===== src/rtl/sss_pkg.sv =====
package sss_pkg;

    typedef enum logic [2:0] {
        ACT_TICK  = 3'd0,
        ACT_WRITE = 3'd1,
        ACT_ERASE = 3'd2,
        ACT_RUN   = 3'd3,
        ACT_STOP  = 3'd4
    } action_t;

    typedef enum logic [2:0] {
        MODE_OFF   = 3'd0,
        MODE_SEEK  = 3'd1,
        MODE_PAUSE = 3'd2,
        MODE_BACK  = 3'd3,
        MODE_FETCH = 3'd4,
        MODE_MOVE  = 3'd5,
        MODE_DWELL = 3'd6
    } mode_t;

    typedef enum logic [0:0] {
        PH_IDLE = 1'b0,
        PH_EXEC = 1'b1
    } phase_t;

    localparam logic [1:0] CFG_FAST  = 2'd0;
    localparam logic [1:0] CFG_SLOW  = 2'd1;
    localparam logic [1:0] CFG_PAUSE = 2'd2;

    localparam logic [13:0] FAST_RESET  = 14'd50;
    localparam logic [13:0] SLOW_RESET  = 14'd100;
    localparam logic [13:0] PAUSE_RESET = 14'd100;

    typedef struct packed {
        logic [2:0]  action;
        logic        limit_switch;
        logic [7:0]  stage_index;
        logic [13:0] target_position;
        logic [13:0] step_half_period;
        logic [2:0]  aux_select;
        logic [13:0] dwell_time;
        logic [7:0]  next_stage;
    } in_req_t;

    typedef struct packed {
        logic        step_out;
        logic        direction_out;
        logic        driver_enable;
        logic [5:0]  aux_out;
        logic [7:0]  stage_now;
        logic [2:0]  mode_code;
        logic signed [15:0] position_now;
        logic        fault;
    } out_req_t;

    // Classified request handed from the front part to the back part.
    typedef struct packed {
        logic        do_tick;
        logic        do_run;
        logic        do_stop;
        logic        do_store;
        logic        store_valid;
        logic        edge_rise;
        logic        limit_switch;
        logic [7:0]  stage_index;
        logic [13:0] target_position;
        logic [13:0] step_half_period;
        logic [2:0]  aux_select;
        logic [13:0] dwell_time;
        logic [7:0]  next_stage;
    } cmd_t;

    // Stage record: target, half, aux, dwell, next.
    typedef struct packed {
        logic [13:0] target;
        logic [13:0] half;
        logic [2:0]  aux;
        logic [13:0] dwell;
        logic [7:0]  next;
    } rec_t;

endpackage


===== src/rtl/sss_front.sv =====
module sss_front #(
    parameter int STAGE_DEPTH = 256,
    parameter int TIME_MAX    = 9999,
    parameter int POS_MAX     = 9999
) (
    input  logic              clk,
    input  logic              rst_n,
    input  logic              valid,
    output logic              stall,
    input  sss_pkg::in_req_t  in_data,
    output logic              cmd_valid,
    input  logic              cmd_stall,
    output sss_pkg::cmd_t     cmd
);

    logic         switch_last_reg;
    logic         switch_last_next;
    logic [1:0]   count_reg;
    logic [1:0]   count_next;
    sss_pkg::cmd_t q_reg [2];
    sss_pkg::cmd_t q_next [2];
    sss_pkg::cmd_t fresh;
    logic         push;
    logic         pop;
    logic         idx_ok;
    logic         wr_ok;

    // The mode-dependent part of the write filter is applied in the back part,
    // so the front only checks the fields of the request itself.
    assign idx_ok = (in_data.stage_index != 8'd0)
                    && ({24'd0, in_data.stage_index} < STAGE_DEPTH);
    assign wr_ok = idx_ok
                   && ({18'd0, in_data.target_position} <= POS_MAX)
                   && (in_data.step_half_period != 14'd0)
                   && ({18'd0, in_data.step_half_period} <= TIME_MAX)
                   && (in_data.aux_select <= 3'd5)
                   && (in_data.dwell_time != 14'd0)
                   && ({18'd0, in_data.dwell_time} <= TIME_MAX)
                   && (in_data.next_stage != 8'd0);

    always_comb
    begin
        fresh = '0;
        fresh.do_tick = (in_data.action == sss_pkg::ACT_TICK);
        fresh.do_run = (in_data.action == sss_pkg::ACT_RUN);
        fresh.do_stop = (in_data.action == sss_pkg::ACT_STOP);
        fresh.do_store = ((in_data.action == sss_pkg::ACT_WRITE) && wr_ok)
                         || ((in_data.action == sss_pkg::ACT_ERASE) && idx_ok);
        fresh.store_valid = (in_data.action == sss_pkg::ACT_WRITE);
        fresh.edge_rise = in_data.limit_switch && !switch_last_reg;
        fresh.limit_switch = in_data.limit_switch;
        fresh.stage_index = in_data.stage_index;
        fresh.target_position = in_data.target_position;
        fresh.step_half_period = in_data.step_half_period;
        fresh.aux_select = in_data.aux_select;
        fresh.dwell_time = in_data.dwell_time;
        fresh.next_stage = in_data.next_stage;
    end

    assign stall = (count_reg == 2'd2);
    assign push = valid && !stall;
    assign cmd_valid = (count_reg != 2'd0);
    assign pop = cmd_valid && !cmd_stall;
    assign cmd = q_reg[0];

    always_comb
    begin
        q_next[0] = q_reg[0];
        q_next[1] = q_reg[1];
        count_next = count_reg;
        switch_last_next = switch_last_reg;
        if (push)
        begin
            switch_last_next = in_data.limit_switch;
        end
        if (pop)
        begin
            q_next[0] = q_reg[1];
        end
        if (push)
        begin
            if (pop)
            begin
                if (count_reg == 2'd1)
                begin
                    q_next[0] = fresh;
                end
                else
                begin
                    q_next[1] = fresh;
                end
            end
            else if (count_reg == 2'd0)
            begin
                q_next[0] = fresh;
            end
            else
            begin
                q_next[1] = fresh;
            end
        end
        count_next = count_reg + {1'b0, push} - {1'b0, pop};
    end

    always_ff @(posedge clk or negedge rst_n)
    begin
        if (!rst_n)
        begin
            count_reg <= 2'd0;
            switch_last_reg <= 1'b0;
        end
        else
        begin
            count_reg <= count_next;
            switch_last_reg <= switch_last_next;
        end
    end

    always_ff @(posedge clk)
    begin
        q_reg[0] <= q_next[0];
        q_reg[1] <= q_next[1];
    end

endmodule


===== config.mk =====
export PLATFORM = sky130hd
export DESIGN_NAME = sss_front
export DESIGN_NICKNAME = d
export VERILOG_FILES = /design/src/rtl/sss_pkg.sv /design/src/rtl/sss_front.sv
export SDC_FILE = /design/constraint.sdc
export NUM_CORES = 1
export LEC_CHECK = 0
export BUFFER_PORTS_ARGS = -buffer_cell sky130_fd_sc_hd__buf_2
export CAP_MARGIN = 30
export CORE_MARGIN = 8
export CORE_UTILIZATION = 53
export DETAILED_ROUTE_END_ITERATION = 10
export GPL_TIMING_DRIVEN = 0
export MAX_ROUTING_LAYER = met4
export PLACE_DENSITY = 0.91
export SLEW_MARGIN = 20
export SYNTH_ARGS = -nofsm -noshare
export SYNTH_HDL_FRONTEND = slang
export SYNTH_SLANG_ARGS = --single-unit
export TNS_END_PERCENT = 20

===== constraint.sdc =====
create_clock -name clk -period 4.5 [get_ports clk]
set_clock_uncertainty 0.1 [all_clocks]
set_input_delay 0.225 -clock clk [delete_from_list [all_inputs] [get_ports clk]]
set_output_delay 0.225 -clock clk [all_outputs]
set_load 0.01 [all_outputs]

# Yosys cells after proc, flatten, opt, wreduce, memory -nomap -nowiden
# Memories as Yosys holds them, arrays and structs flattened.
# Cells that the tools add are included.
# op_classes
n_eq_ne	6
order_cmp	4
reduce_logical	23
muxes	7
add_sub_neg	2
# ops
op	n
$mux W68	5
$mux W136	2
$le A14 B14 Y1 const B	3
$reduce_bool A14 Y1	2
$reduce_bool A8 Y1	2
$logic_and A1 B1 Y1	12
$eq A3 B2 Y1 const B	2
$eq A3 B1 Y1 const B	1
$eq A3 B3 Y1 const B	1
$le A3 B3 Y1 const B	1
$logic_not A1 Y1	3
$logic_not A3 Y1	1
$add A2 B1 Y2	1
$eq A2 B1 Y1 const B	1
$eq A2 B2 Y1 const B	1
$logic_not A2 Y1	1
$reduce_bool A2 Y1	1
$sub A2 B1 Y2	1
$logic_or A1 B1 Y1	1
# totals
out_inout_bits	70
ramBits	136
n_memories	1
word_cells	45
regBits	3
# mem_list
memory	depth	width	rd	rd_clocked_by_memory_dff	wr	line	rtl
q_reg	2	68	2	0	2	sss_front.sv:20	sss_pkg::cmd_t q_reg [2];

# Longest topological paths before layout
# Gate-level depths: netlist of run 1.
# depth
ltp_word	13
depth_mapped	10
ltp_nobuf	8

# Worst setup path after synthesis of run 1
# OpenSTA, ideal clock, no wires.
# synth_path
kind	register to register
start	register count_reg[0] (netlist name)
end	memory q_reg[0][100] (netlist bit), enable pin
path_slack_ns	0.585
arrival_ns	3.320
period_less_slack_ns	3.915
stages_incl_launch_ff	3
path_cell_list	dfrtp_1 nand2_1 nor2_1
# synth_rtl
item	line
end: declaration	sss_front.sv:20

# Final worst setup path of run 1
# layout_path
start	register count_reg[1]
end	register count_reg[1]
# layout_via
elab_chain_len	5
word_cells_on_any_way	7
# layout_rtl
item	line	rtl
start: declaration	sss_front.sv:18	logic [1:0] count_reg;
start signal: assignment	sss_front.sv:114	count_reg <= count_next;
$eq A2 B2 Y1	sss_front.sv:60	assign stall = (count_reg == 2'd2);
$logic_not A1 Y1	sss_front.sv:61	assign push = valid && !stall;
$logic_and A1 B1 Y1	sss_front.sv:61	
$add A2 B1 Y2	sss_front.sv:102	count_next = count_reg + {1'b0, push} - {1'b0, pop};
$sub A2 B1 Y2 *	sss_front.sv:102	
net count_next[1]	sss_front.sv:19	logic [1:0] count_next;
# Mark *: on every way through the listed nets, which the timed path passes. The rest lies on a longest branch.
# A chain may end at the register's enable or synchronous reset.

==> results.txt, run 1 <==
The number of placement rows came out at 38. The post-synthesis cell area came out at 5700 µm². Counting along the longest clock path gives a buffer depth of 2. After detailed routing, the average wire length per cell comes to 16.3 µm. The worst ir drop on vdd came out at between 0.3 and 0.4 mV. The sum of negative setup slack came out at 0 ns. The total grt overflow is 0. The count of input and output buffers came out at 138.

The root buffer cell is sky130_fd_sc_hd__clkbuf_8. The number of top-level pins is 139. The post-synthesis cell count is 552. The total cell area at the placement stage is roughly 6600 µm². The fraction of the yosys area taken by sequential cells came out at 0.610. The register with the most flip-flops in the layout has 136 of them. The total of max-cap violations came out at 0. Setup repair after global routing left no endpoint under its margin. For the worst setup path, the data required time is around 4.8 ns. The number of optimization iterations in the first detailed-route pass came out at 5. The die is 120 µm wide.

The number of antenna violations at the first check in global routing is 0. The synthesized design spends more area on one cell type than any other, namely sky130_fd_sc_hd__edfxtp_1. Measured along the y axis, the die boundary spans 120 µm. The last weighted congestion value of the routability-driven placer came out at 0.768. The yosys synthesis warning count came out at 0. The number of cells upsized or downsized after cts came out at 0. STA puts the critical path data arrival time at 2.58 ns.

The clock transition at the registers of the reported paths came out at approximately 0.060 ns. The run finished with clean final reports. The detail-routed via count per cell came out at 5.23. The number of storage elements in the synthesis netlist is 139. In the routed design, unresolved DRC markers number 0.

Ranked by instance count, the synthesized netlist is headed by 125 x sky130_fd_sc_hd__nand2_1, 73 x sky130_fd_sc_hd__buf_4, 69 x sky130_fd_sc_hd__nor2_1. The worst hold path belongs to the class input pin to register. The worst setup path is launched from a register. The starting density of the core is 0.535. The type of the worst setup path is register to register. The hold violation count in the final report was 0. The final net count came out at 851.

The via count of the first global-routing pass was 5018. The sum of routed wire length over all layers came out at between 15000 and 20000 µm. The post-CTS setup buffer count is 0. The leakage power total came out at 3.45 nW. The placed wire-length estimate is 10100 µm.

For this run, the top clock speed supported by timing is 0.446 GHz. For this design, the CTS-stage hold fixing added 69 buffers. Among all flip-flop cells after synthesis, the most frequent one is sky130_fd_sc_hd__edfxtp_1. The fraction of final layout cells sized beyond drive strength 1 came out at 0.324.

Sorting the synthesized cells by area gives the leading types as sky130_fd_sc_hd__edfxtp_1 36%, sky130_fd_sc_hd__dfxtp_1 24%, sky130_fd_sc_hd__buf_4 9.6%. The share of the synthesized area in the top cell type came out at 0.358. The total power is 0.00543 W. The via count of the routed design is 4879. The final design area excluding fillers is approximately 7900 µm². Headroom to the max-slew limit came out at 0.638. In this run the standard cell core region covers 10700 µm². The transition time at the pin with the least slew margin came out at ~0.54 ns. The die area is between 10000 and 15000 µm². The worst setup path is captured at a register. The number of DRC violations after detailed-routing iteration 0 came out at around 410. TritonCTS built the clock tree. The final period demand of the worst path is 2.24 ns. The antenna diode count is 0. The wire length of the first global-routing pass is roughly 24000 µm. Counting distinct cell types in the post-synthesis netlist gives 36. The ratio of final minimum period to clock period is 0.499. The largest fanout on the critical path is 10. In this run, CTS created clock tree buffers numbering 17.

Power spread over the standard cell area amounts to 685 nW/µm². The number of enable-type register cells in the synthesized netlist came out at 68. The setup-violating endpoint count in the final report came out at 0. The number of nets produced by synthesis came out at 623. The maximum number of pins on one net before global-route repair is 30. The number of nets with antenna violations after routing came out at 0. The clock sink count came out at 139. The clock latency of the later-clocked register in the worst-skew pair came out at 0.51 ns. The count of final max-slew check failures was 0. The most common cell in the netlist is sky130_fd_sc_hd__nand2_1. The count of H-tree levels built during CTS is 4. A synthesized cell averages 10.3 µm². The area growth from synthesis to layout came out at 38.9%.

The hold slack is 0.0489 ns. The end-of-flow core utilization is 0.743. The fraction of registers with async set/reset is 0.0216. The global-route total usage across every layer came out at 0.219. The slack of the worst reg-to-reg path is about 2.3 ns.
per-stage QoR:
step | worst slack, ns | std cells
2_1_floorplan | 0.585 | 552
3_3_place_gp | -0.643 | 830
3_5_place_dp | 2.30 | 832
4_1_cts | 2.27 | 933
5_1_grt | 2.11 | 933
6_report | 2.26 | 933
routing by layer:
metal  up-vias  global-route usage  routed length [µm]
li1       2305                   -                   -
met1      2299               0.248                6150
met2       245               0.365                7580
met3        30              0.0535                1130
met4         0              0.0945                 379
met5         -                   -                   0
worst paths after layout:
path                            cells past startpoint               to         start
min in group asynchronous                           3     count_reg[0]         rst_n
max in group asynchronous                           3  switch_last_reg         rst_n
worst min-delay path                                2    q_reg[0][131]   in_data[63]
worst min register to register                      2     q_reg[0][31]  q_reg[0][31]
worst max register to register                     10     count_reg[1]  count_reg[1]
worst max-delay path                               10     count_reg[1]  count_reg[1]
kinds of logic after synthesis:
group / count (synthesis) / synth area share
mux: 13 / 0.0235
xor+xnor: 2 / 0.00307
simple gates: 220 / 0.161
fa+ha+maj: 2 / 0.00439
flops: 139 / 0.610
compound gates: 75 / 0.0819
buf+inv: 101 / 0.116
report_power, final:
part / switching (W) / internal [W] / leakage [nW] / total [W]
logic: 0.00100 / 0.000984 / 1.91 / 0.00199
registers: 0.000219 / 0.00182 / 1.24 / 0.00204
clock network: 0.000508 / 0.000898 / 0.301 / 0.00141
worst max-delay path, stage by stage, from the launching register on:
cell and delay, ns:
sky130_fd_sc_hd__dfrtp_1 0.44, sky130_fd_sc_hd__nor2_1 0.18, sky130_fd_sc_hd__or2_1 0.12, sky130_fd_sc_hd__buf_2 0.19
sky130_fd_sc_hd__inv_2 0.07, sky130_fd_sc_hd__buf_2 0.20, sky130_fd_sc_hd__ha_1 0.31, sky130_fd_sc_hd__inv_1 0.05
sky130_fd_sc_hd__ha_1 0.18, sky130_fd_sc_hd__xnor2_1 0.18, sky130_fd_sc_hd__xnor2_1 0.14
layout make-up:
type                            count  area [µm²]
Sequential cell                   139        3480
Fill cell                         692        2730
Multi-Input combinational cell    312        1570
Timing Repair Buffer              209        1420
Buffer                             96         642
Clock buffer                       23         509
Tap cell                          140         175
Clock inverter                      9         105
Inverter                            5        18.8
layout by cell type (no fill, tap or decap), types with 7 or more instances in the layout:
cell,count
sky130_fd_sc_hd__mux2i_1,10
sky130_fd_sc_hd__dfxtp_1,68
sky130_fd_sc_hd__buf_2,144
sky130_fd_sc_hd__nand2_1,125
sky130_fd_sc_hd__clkbuf_16,18
sky130_fd_sc_hd__a31oi_1,56
sky130_fd_sc_hd__nor2_1,68
sky130_fd_sc_hd__edfxtp_1,68
sky130_fd_sc_hd__dlygate4sd3_1,69
sky130_fd_sc_hd__o21ai_1,7
sky130_fd_sc_hd__buf_4,73
sky130_fd_sc_hd__clkbuf_1,16
Note: power is estimated with default switching activity, not from simulation.
==> run 2, diff against run 1 <==
Settings changed: ABC_AREA set to 1, CORE_UTILIZATION 53 to 49, PLACE_DENSITY 0.91 to 0.88.
Clock period 4.5 ns to 1.92 ns, I/O delays scaled along.
==> run 2 against run 1 <==
  * The flow now finishes with violations (negative setup slack)
  * Critical path depth decreased by 2
  * Clock power increased by 110%
  * Hold slack improved by 0.12 ns
  * Power grew to 2.5 times the previous value
  * Sequential share of layout area shrank 2.4 points
  * Final cell count rose by 17%
  * Wire length is 5.2% higher
  * Global-route usage is 1.5 points lower
  * Maximum frequency up 16%
  * Die area up 13%
  * Synthesized cell count grew 22%
  * Critical path type unchanged
==> results.txt, run 2 <==
The flow ran to the end, but the final reports show violations. The final reports fail on negative setup slack. The count of final max-slew check failures is 0. The TritonCTS clock tree is yes. In the layout the commonest cells are 161 x sky130_fd_sc_hd__nand2_1, 145 x sky130_fd_sc_hd__buf_2, 78 x sky130_fd_sc_hd__inv_1, 73 x sky130_fd_sc_hd__buf_4, 69 x sky130_fd_sc_hd__dlygate4sd3_1.

The starting density of the core came out at 0.505. The area of the core region is 12100 µm². The height of the chip came out at 128 µm. The total of max-cap violations is 0. The total overflow left after global routing is 0. The headroom to the max-slew limit came out at 0.667. sky130_fd_sc_hd__nand2_1 is the most common cell in the netlist. The detail-routed via count per cell is 4.72.

The final net count is 980. The total power came out at ~0.014 W. The number of DRC violations after detailed-routing iteration 0 is 377. The number of placement rows is 40. The clock sink count is 139. For this design the static power due to leakage is 4.04 nW.

Counting flops and latches in the post-synthesis netlist gives 139. Sorting the synthesized cells by area gives the leading types as sky130_fd_sc_hd__edfxtp_1 34%, sky130_fd_sc_hd__dfxtp_1 22%, sky130_fd_sc_hd__nand2_1 9.9%. The number of antenna violations at the first check in global routing is 1. In this run the clock root is driven by a sky130_fd_sc_hd__clkbuf_16. In the finished design, the share of the clock period the worst path needs comes to 1.01. The flip-flop count of the largest register, all copies and words added is 136. The via count of the first global-routing pass is ~5300. The slack of the critical path came out at -0.0145 ns. The internal power of the cells is around 0.0091 W.

After clock tree synthesis, the clock-pin slew on the worst setup and hold paths is approximately 0.05 ns. The routed design could run at a clock period as short as 1.93 ns. The global-route total usage across every layer is 0.204. The transition time at the pin with the least slew margin is 0.500 ns. The maximum number of pins on one net before global-route repair came out at 27. The worst setup path is of the register to register kind.

In this run the worst hold path is classified as input pin to register. Yosys mapped a number of flops with a built-in enable equal to 68. The hold slack came out at between 0.15 and 0.2 ns.

The count of input and output buffers came out at 138. The fraction of registers with async set/reset is 0.0216. The area growth from synthesis to layout is 37.5%. The hold violation count in the final report came to 0. For this design the total switching power over the nets is 0.00472 W. The number of top-level pins came out at 139. In this run the worst path has a maximum fanout of 10.

Leaving out fill and tap cells, the most frequent cell in the layout is sky130_fd_sc_hd__nand2_1. The die area came out at 16300 µm². Excluding fillers, the count of instances in the completed layout stands at ~1100. The clock share of power came out at 0.216.

The clock tree synthesis step divided the H-tree into 4 levels. The switching fraction of total power came out at 0.342. The fraction of final layout cells sized beyond drive strength 1 is 0.298. STA classifies the critical path endpoint as a register. The largest total area in the synthesized netlist belongs to sky130_fd_sc_hd__edfxtp_1. The placed wire-length estimate came out at 10500 µm. The worst ir drop on vdd came out at between 0.8 and 0.9 mV. The share of total power dissipated in combinational logic is 0.422. After synthesis, the most frequently instantiated cells are 161 x sky130_fd_sc_hd__nand2_1, 79 x sky130_fd_sc_hd__inv_1, 69 x sky130_fd_sc_hd__buf_4. The number of nets with antenna violations after routing came out at 0. The critical path arrival came out at 2.12 ns. The clock latency of the later-clocked register in the worst-skew pair came out at 0.41 ns.

The count of unresolved DRC violations after routing came out at 0. The number of nets produced by synthesis came out at 747. The number of buffers created by CTS came out at 17. The yosys synthesis warning count is 0.

The achievable frequency came out at 0.517 GHz. STA classifies the critical path startpoint as a register. After detailed routing, the total wire length is about 16000 µm. The maximum root-to-sink buffer count is 2.

The synthesized area per cell came out at 9.01 µm². The most used flip-flop cell after synthesis is sky130_fd_sc_hd__edfxtp_1. The post-synthesis cell area is ~6100 µm². The power density normalized to cell area is 1650 nW/µm². The last weighted congestion value of the routability-driven placer is 0.827. Setup repair after global routing could not meet its margin everywhere. The die extent in x is 128 µm. The fraction of the yosys area taken by sequential cells is 0.571. The power share of the sequential group came out at 0.361.

The number of library cell types mapped by synthesis came out at 27. The post-synthesis cell count came out at a little under 700. The required time at the endpoint of the critical path is 2.10 ns. The mean routed wirelength per cell came out at 14.7 µm. The wire length of the first global-routing pass is 25700 µm. In this run, placement finished with an instance count of 984. Of the post-synthesis cell area, the dominant cell type holds 0.335.

Setup violations remaining at the end of the flow were counted as 1. The via count of the routed design is 5146. The number of optimization iterations in the first detailed-route pass is 5.
## run 2: routing by layer
| layer | GRT usage | up-vias | wire length (µm) |
|---|---|---|---|
| met3 | 0.0399 | 33 | 724 |
| met2 | 0.352 | 157 | 8150 |
| li1 | - | 2577 | - |
| met4 | 0.0994 | 0 | 424 |
| met1 | 0.223 | 2379 | 6730 |
| met5 | - | - | 0 |
## run 2: final timing paths
check,start,endpoint,slack (ns),cells after the start
setup / recovery,count_reg[0],count_reg[1],-0.01,8
hold / removal,cmd_stall,q_reg[0][64],0.17,5
setup reg to reg,count_reg[0],count_reg[1],-0.01,8
hold reg to reg,q_reg[0][134],q_reg[0][66],0.39,2
max in group asynchronous,rst_n,count_reg[0],1.10,3
min in group asynchronous,rst_n,switch_last_reg,0.46,3
## run 2: power groups by stage
| stage | logic (W) | clock network [W] | registers [W] |
|---|---|---|---|
| 6_report | 0.00583 | 0.00299 | 0.00499 |
| 4_1_cts | 0.00566 | 0.00304 | 0.00495 |
| 2_1_floorplan | 0.00384 | 0 | 0.00487 |
| 3_5_place_dp | 0.00548 | 0 | 0.00500 |
| 3_3_place_gp | 0.00523 | 0 | 0.00497 |
| 5_1_grt | 0.00642 | 0.00315 | 0.00509 |
## run 2: metrics by stage
stage | worst slack [ns] | cell area, µm² | util | TNS [ns]
after floorplan | -0.463 | 6100 | - | -31.51
after CTS | -0.119 | 8290 | 0.688 | -0.207
after global placement | -1.03 | 7000 | 0.580 | -70.11
after detailed placement | -0.283 | 7050 | 0.584 | -14.90
after global routing | -0.0628 | 8380 | 0.694 | -0.917
final | -0.0145 | 8380 | 0.694 | -0.0145
## run 2: what timing repair did
action | CTS | global route
pin swaps | 1 | 1
cloned | 1 | 0
setup buffers | 1 | 3
endpoints found under the hold margin | 138 | 0
setup endpoints to repair | 69 | 118
resized for setup | 2 | 24
hold buffers | 69 | 0
## run 2: critical path, stage by stage (launching register included)
cell	delay (ns)
sky130_fd_sc_hd__dfrtp_2	0.45
sky130_fd_sc_hd__nor2_4	0.20
sky130_fd_sc_hd__nor2_8	0.08
sky130_fd_sc_hd__buf_4	0.18
sky130_fd_sc_hd__ha_1	0.28
sky130_fd_sc_hd__inv_1	0.04
sky130_fd_sc_hd__ha_1	0.20
sky130_fd_sc_hd__xnor2_2	0.14
sky130_fd_sc_hd__xor2_1	0.14
## run 2: logic make-up (layout without fill, tap and decap cells)
kind of cell	after synthesis	in the layout	synth area share
compound gates	77	77	0.0663
xor+xnor	2	2	0.00288
fa+ha+maj	2	2	0.00411
buf+inv	181	426	0.165
flops	139	139	0.571
other cells	0	1	0
simple gates	275	276	0.191
## run 2: final cells by class
cell class / count / area (µm²)
diodes: 1 / 2.50
plain buffers: 96 / 712
clock buffers: 29 / 500
clock inverters: 3 / 38.8
fillers: 874 / 3690
inverters: 85 / 322
multi-input cells: 357 / 1650
flip-flops and latches: 139 / 3480
well taps: 168 / 210
repair buffers: 213 / 1460
==> run 3, diff against run 2 <==
Settings changed: CORE_UTILIZATION 49 to 50, CTS_BUF_LIST set to sky130_fd_sc_hd__clkbuf_8, GPL_ROUTABILITY_DRIVEN set to 1, PLACE_DENSITY 0.88 to 0.9.
==> run 3 against run 2 <==
  * The run now ends clean
  * Non-clock buffer count rose by 6
  * Die area is 1.7% lower
  * Via count rose by 3.0%
  * Largest cell class unchanged
==> results.txt, run 3 (synthesis results as in run 2) <==
The run finished with clean final reports. The wire length on met1 came out at 6660 µm. The via count of the first global-routing pass is 5438. The slack of the critical path came out at approximately 0.084 ns.

The placed wire-length estimate came out at 10700 µm. The maximum root-to-sink buffer count came out at 2. The critical path goes through nor2_4 > nor2_8 > buf_6 > ha_1 > inv_1 > ha_1 > xnor2_1 > xor2_1.

After the last flow step, the layout net total stands at just under 1000. The hold slack is 0.176 ns. The power density normalized to cell area came out at roughly 1600 nW/µm². The number of nets with antenna violations after routing came out at 0. The sum of negative setup slack is 0 ns. Leaving out fill and tap cells, the most frequent cells in the layout are 161 x sky130_fd_sc_hd__nand2_1, 146 x sky130_fd_sc_hd__buf_2, 82 x sky130_fd_sc_hd__inv_1, 74 x sky130_fd_sc_hd__buf_4, 70 x sky130_fd_sc_hd__dlygate4sd3_1. For this configuration, the core starts out at a cell density of 0.509.

Leaving out fill and tap cells, the most frequent cell in the layout is sky130_fd_sc_hd__nand2_1. The achievable frequency came out at 0.545 GHz. For this run the aggregate overflow at the end of global routing stands at 0.

Among cell families on the critical path, the largest total delay comes from adder cells. The critical path arrival came out at 2.10 ns. The hold violation count in the final report is 0. The path category of the worst min-delay check is input pin to register. In this run the number of H-tree levels came out at 4.

Routed signal wires occupy layers up through met4. The number of buffers created by CTS is 17. The sum of routed wire length over all layers is ~17000 µm. The type of the worst setup path is register to register.

The area growth from synthesis to layout came out at 35.9%. The number of antenna diodes in the final layout is 0. The setup-violating endpoint count in the final report came out at 0. Max-cap violations in this run came to 0. Counting both buffers and inverters, the worst setup path holds a total of 2. The leakage power total is slightly above 4 nW.

The ratio of final minimum period to clock period came out at 0.956. From bottom edge to top edge, the die measures 126 µm. In the global route stage, overall resource usage came out at 0.212. The worst setup path is captured at a register. The required time at the endpoint of the critical path is 2.19 ns.

The root buffer cell is sky130_fd_sc_hd__clkbuf_8. The via count of the routed design is 5302. The clock transition at the registers of the reported paths came out at 0.07 ns. The number of optimization iterations in the first detailed-route pass is 5. The detailed-routed wire length on met3 is between 900 and 1000 µm. The first global-routing pass estimated 26100 µm of wire. The number of antenna violations at the first check in global routing came out at 0. The kind of start point of the critical path is a register. IR analysis of the VDD net gives a maximum drop of 0.974 mV. In this run the count of I/O pins placed on the die edge is 139. The total power came out at 0.0134 W. Among all stages on the critical path, the largest delay is contributed by sky130_fd_sc_hd__dfrtp_1. The die extent in x is 126 µm. The largest fanout on the critical path came out at 10. The count of input and output buffers is 138. The maximum number of pins on one net before global-route repair is 24. The number of placement rows came out at 40. The headroom to the max-slew limit is 0.647. The detail-routed via count per cell is just under 5.

The most repeated library cell on the critical path is sky130_fd_sc_hd__ha_1. Prior to clock tree synthesis, the placed netlist has a worst setup slack of -0.217 ns. The number of DRC violations after detailed-routing iteration 0 is 401. At the pin with the least slew margin, the transition time is 0.529 ns. TritonCTS built the clock tree.

The clock latency of the later-clocked register in the worst-skew pair came out at 0.45 ns. The last weighted congestion value of the routability-driven placer came out at 0.820. In the routed design, unresolved DRC markers number 0. The met2 layer wire length in the routed design came out at 8420 µm. On the worst path, the slowest cell contributes a delay of 0.42 ns. The clock sink count came out at 139. The count of final max-slew check failures came out at 0.

The mean routed wirelength per cell is 15.4 µm. Setup repair after global routing could not meet its margin everywhere. The fraction of final layout cells sized beyond drive strength 1 is 0.302.

The core region is roughly 12000 µm². The smallest clock period supported by the final layout is computed as 1.84 ns. The flip-flop count of the largest register, all copies and words added came out at 136. The die covers approximately 16000 µm².
[run 3: worst reg2reg max path, delay by kind of cell (launching register included)]
family / cells / cell delay [ns]
adder cells (fa/ha/maj): 2 / 0.44
flip-flops: 1 / 0.42
XOR/XNOR: 2 / 0.35
AND/OR/NAND/NOR: 2 / 0.27
buffers and inverters: 2 / 0.18
[run 3: through the flow]
step	util	instances	cell area, µm²
CTS	0.684	1070	8180
global placement	0.583	961	6970
detailed placement	0.590	964	7060
finish	0.692	1074	8280
global route	0.692	1074	8280
floorplan	-	676	6100
[run 3: path summary, 6_finish.rpt]
check	startpoint	slack [ns]	cells after the start	end
worst max-delay path	count_reg[1]	0.08	8	count_reg[1]
worst min-delay path	cmd_stall	0.18	7	q_reg[0][63]
worst max register to register	count_reg[1]	0.08	8	count_reg[1]
worst min register to register	q_reg[0][134]	0.41	2	q_reg[0][66]
max in group asynchronous	rst_n	1.10	3	count_reg[0]
min in group asynchronous	rst_n	0.45	3	switch_last_reg
[run 3: final cells by class]
| cell class | instances | area [µm²] |
|---|---|---|
| Inverter | 85 | 322 |
| Clock inverter | 11 | 103 |
| Multi-Input combinational cell | 356 | 1630 |
| Clock buffer | 21 | 289 |
| Timing Repair Buffer | 219 | 1560 |
| Tap cell | 147 | 184 |
| Buffer | 96 | 716 |
| Fill cell | 886 | 3680 |
| Sequential cell | 139 | 3480 |
[run 3: where the power goes]
| part | switching [W] | internal (W) |
|---|---|---|
| Clock | 0.00107 | 0.00126 |
| Sequential | 0.000553 | 0.00442 |
| Combinational | 0.00313 | 0.00291 |
| Total | 0.00475 | 0.00860 |
[run 3: metal layers]
layer  track usage  vias up
li1              -     2584
met1         0.228     2461
met2         0.359      217
met3        0.0482       40
met4         0.112        0
met5             -        -
[run 3: timing repair]
action,4_1_cts,5_1_grt
cloned,0,1
setup buffers,4,3
pin swaps,3,4
hold buffers,70,0
gates resized for setup,4,14
endpoints found under the setup margin,60,64
endpoints found under the hold margin,140,0
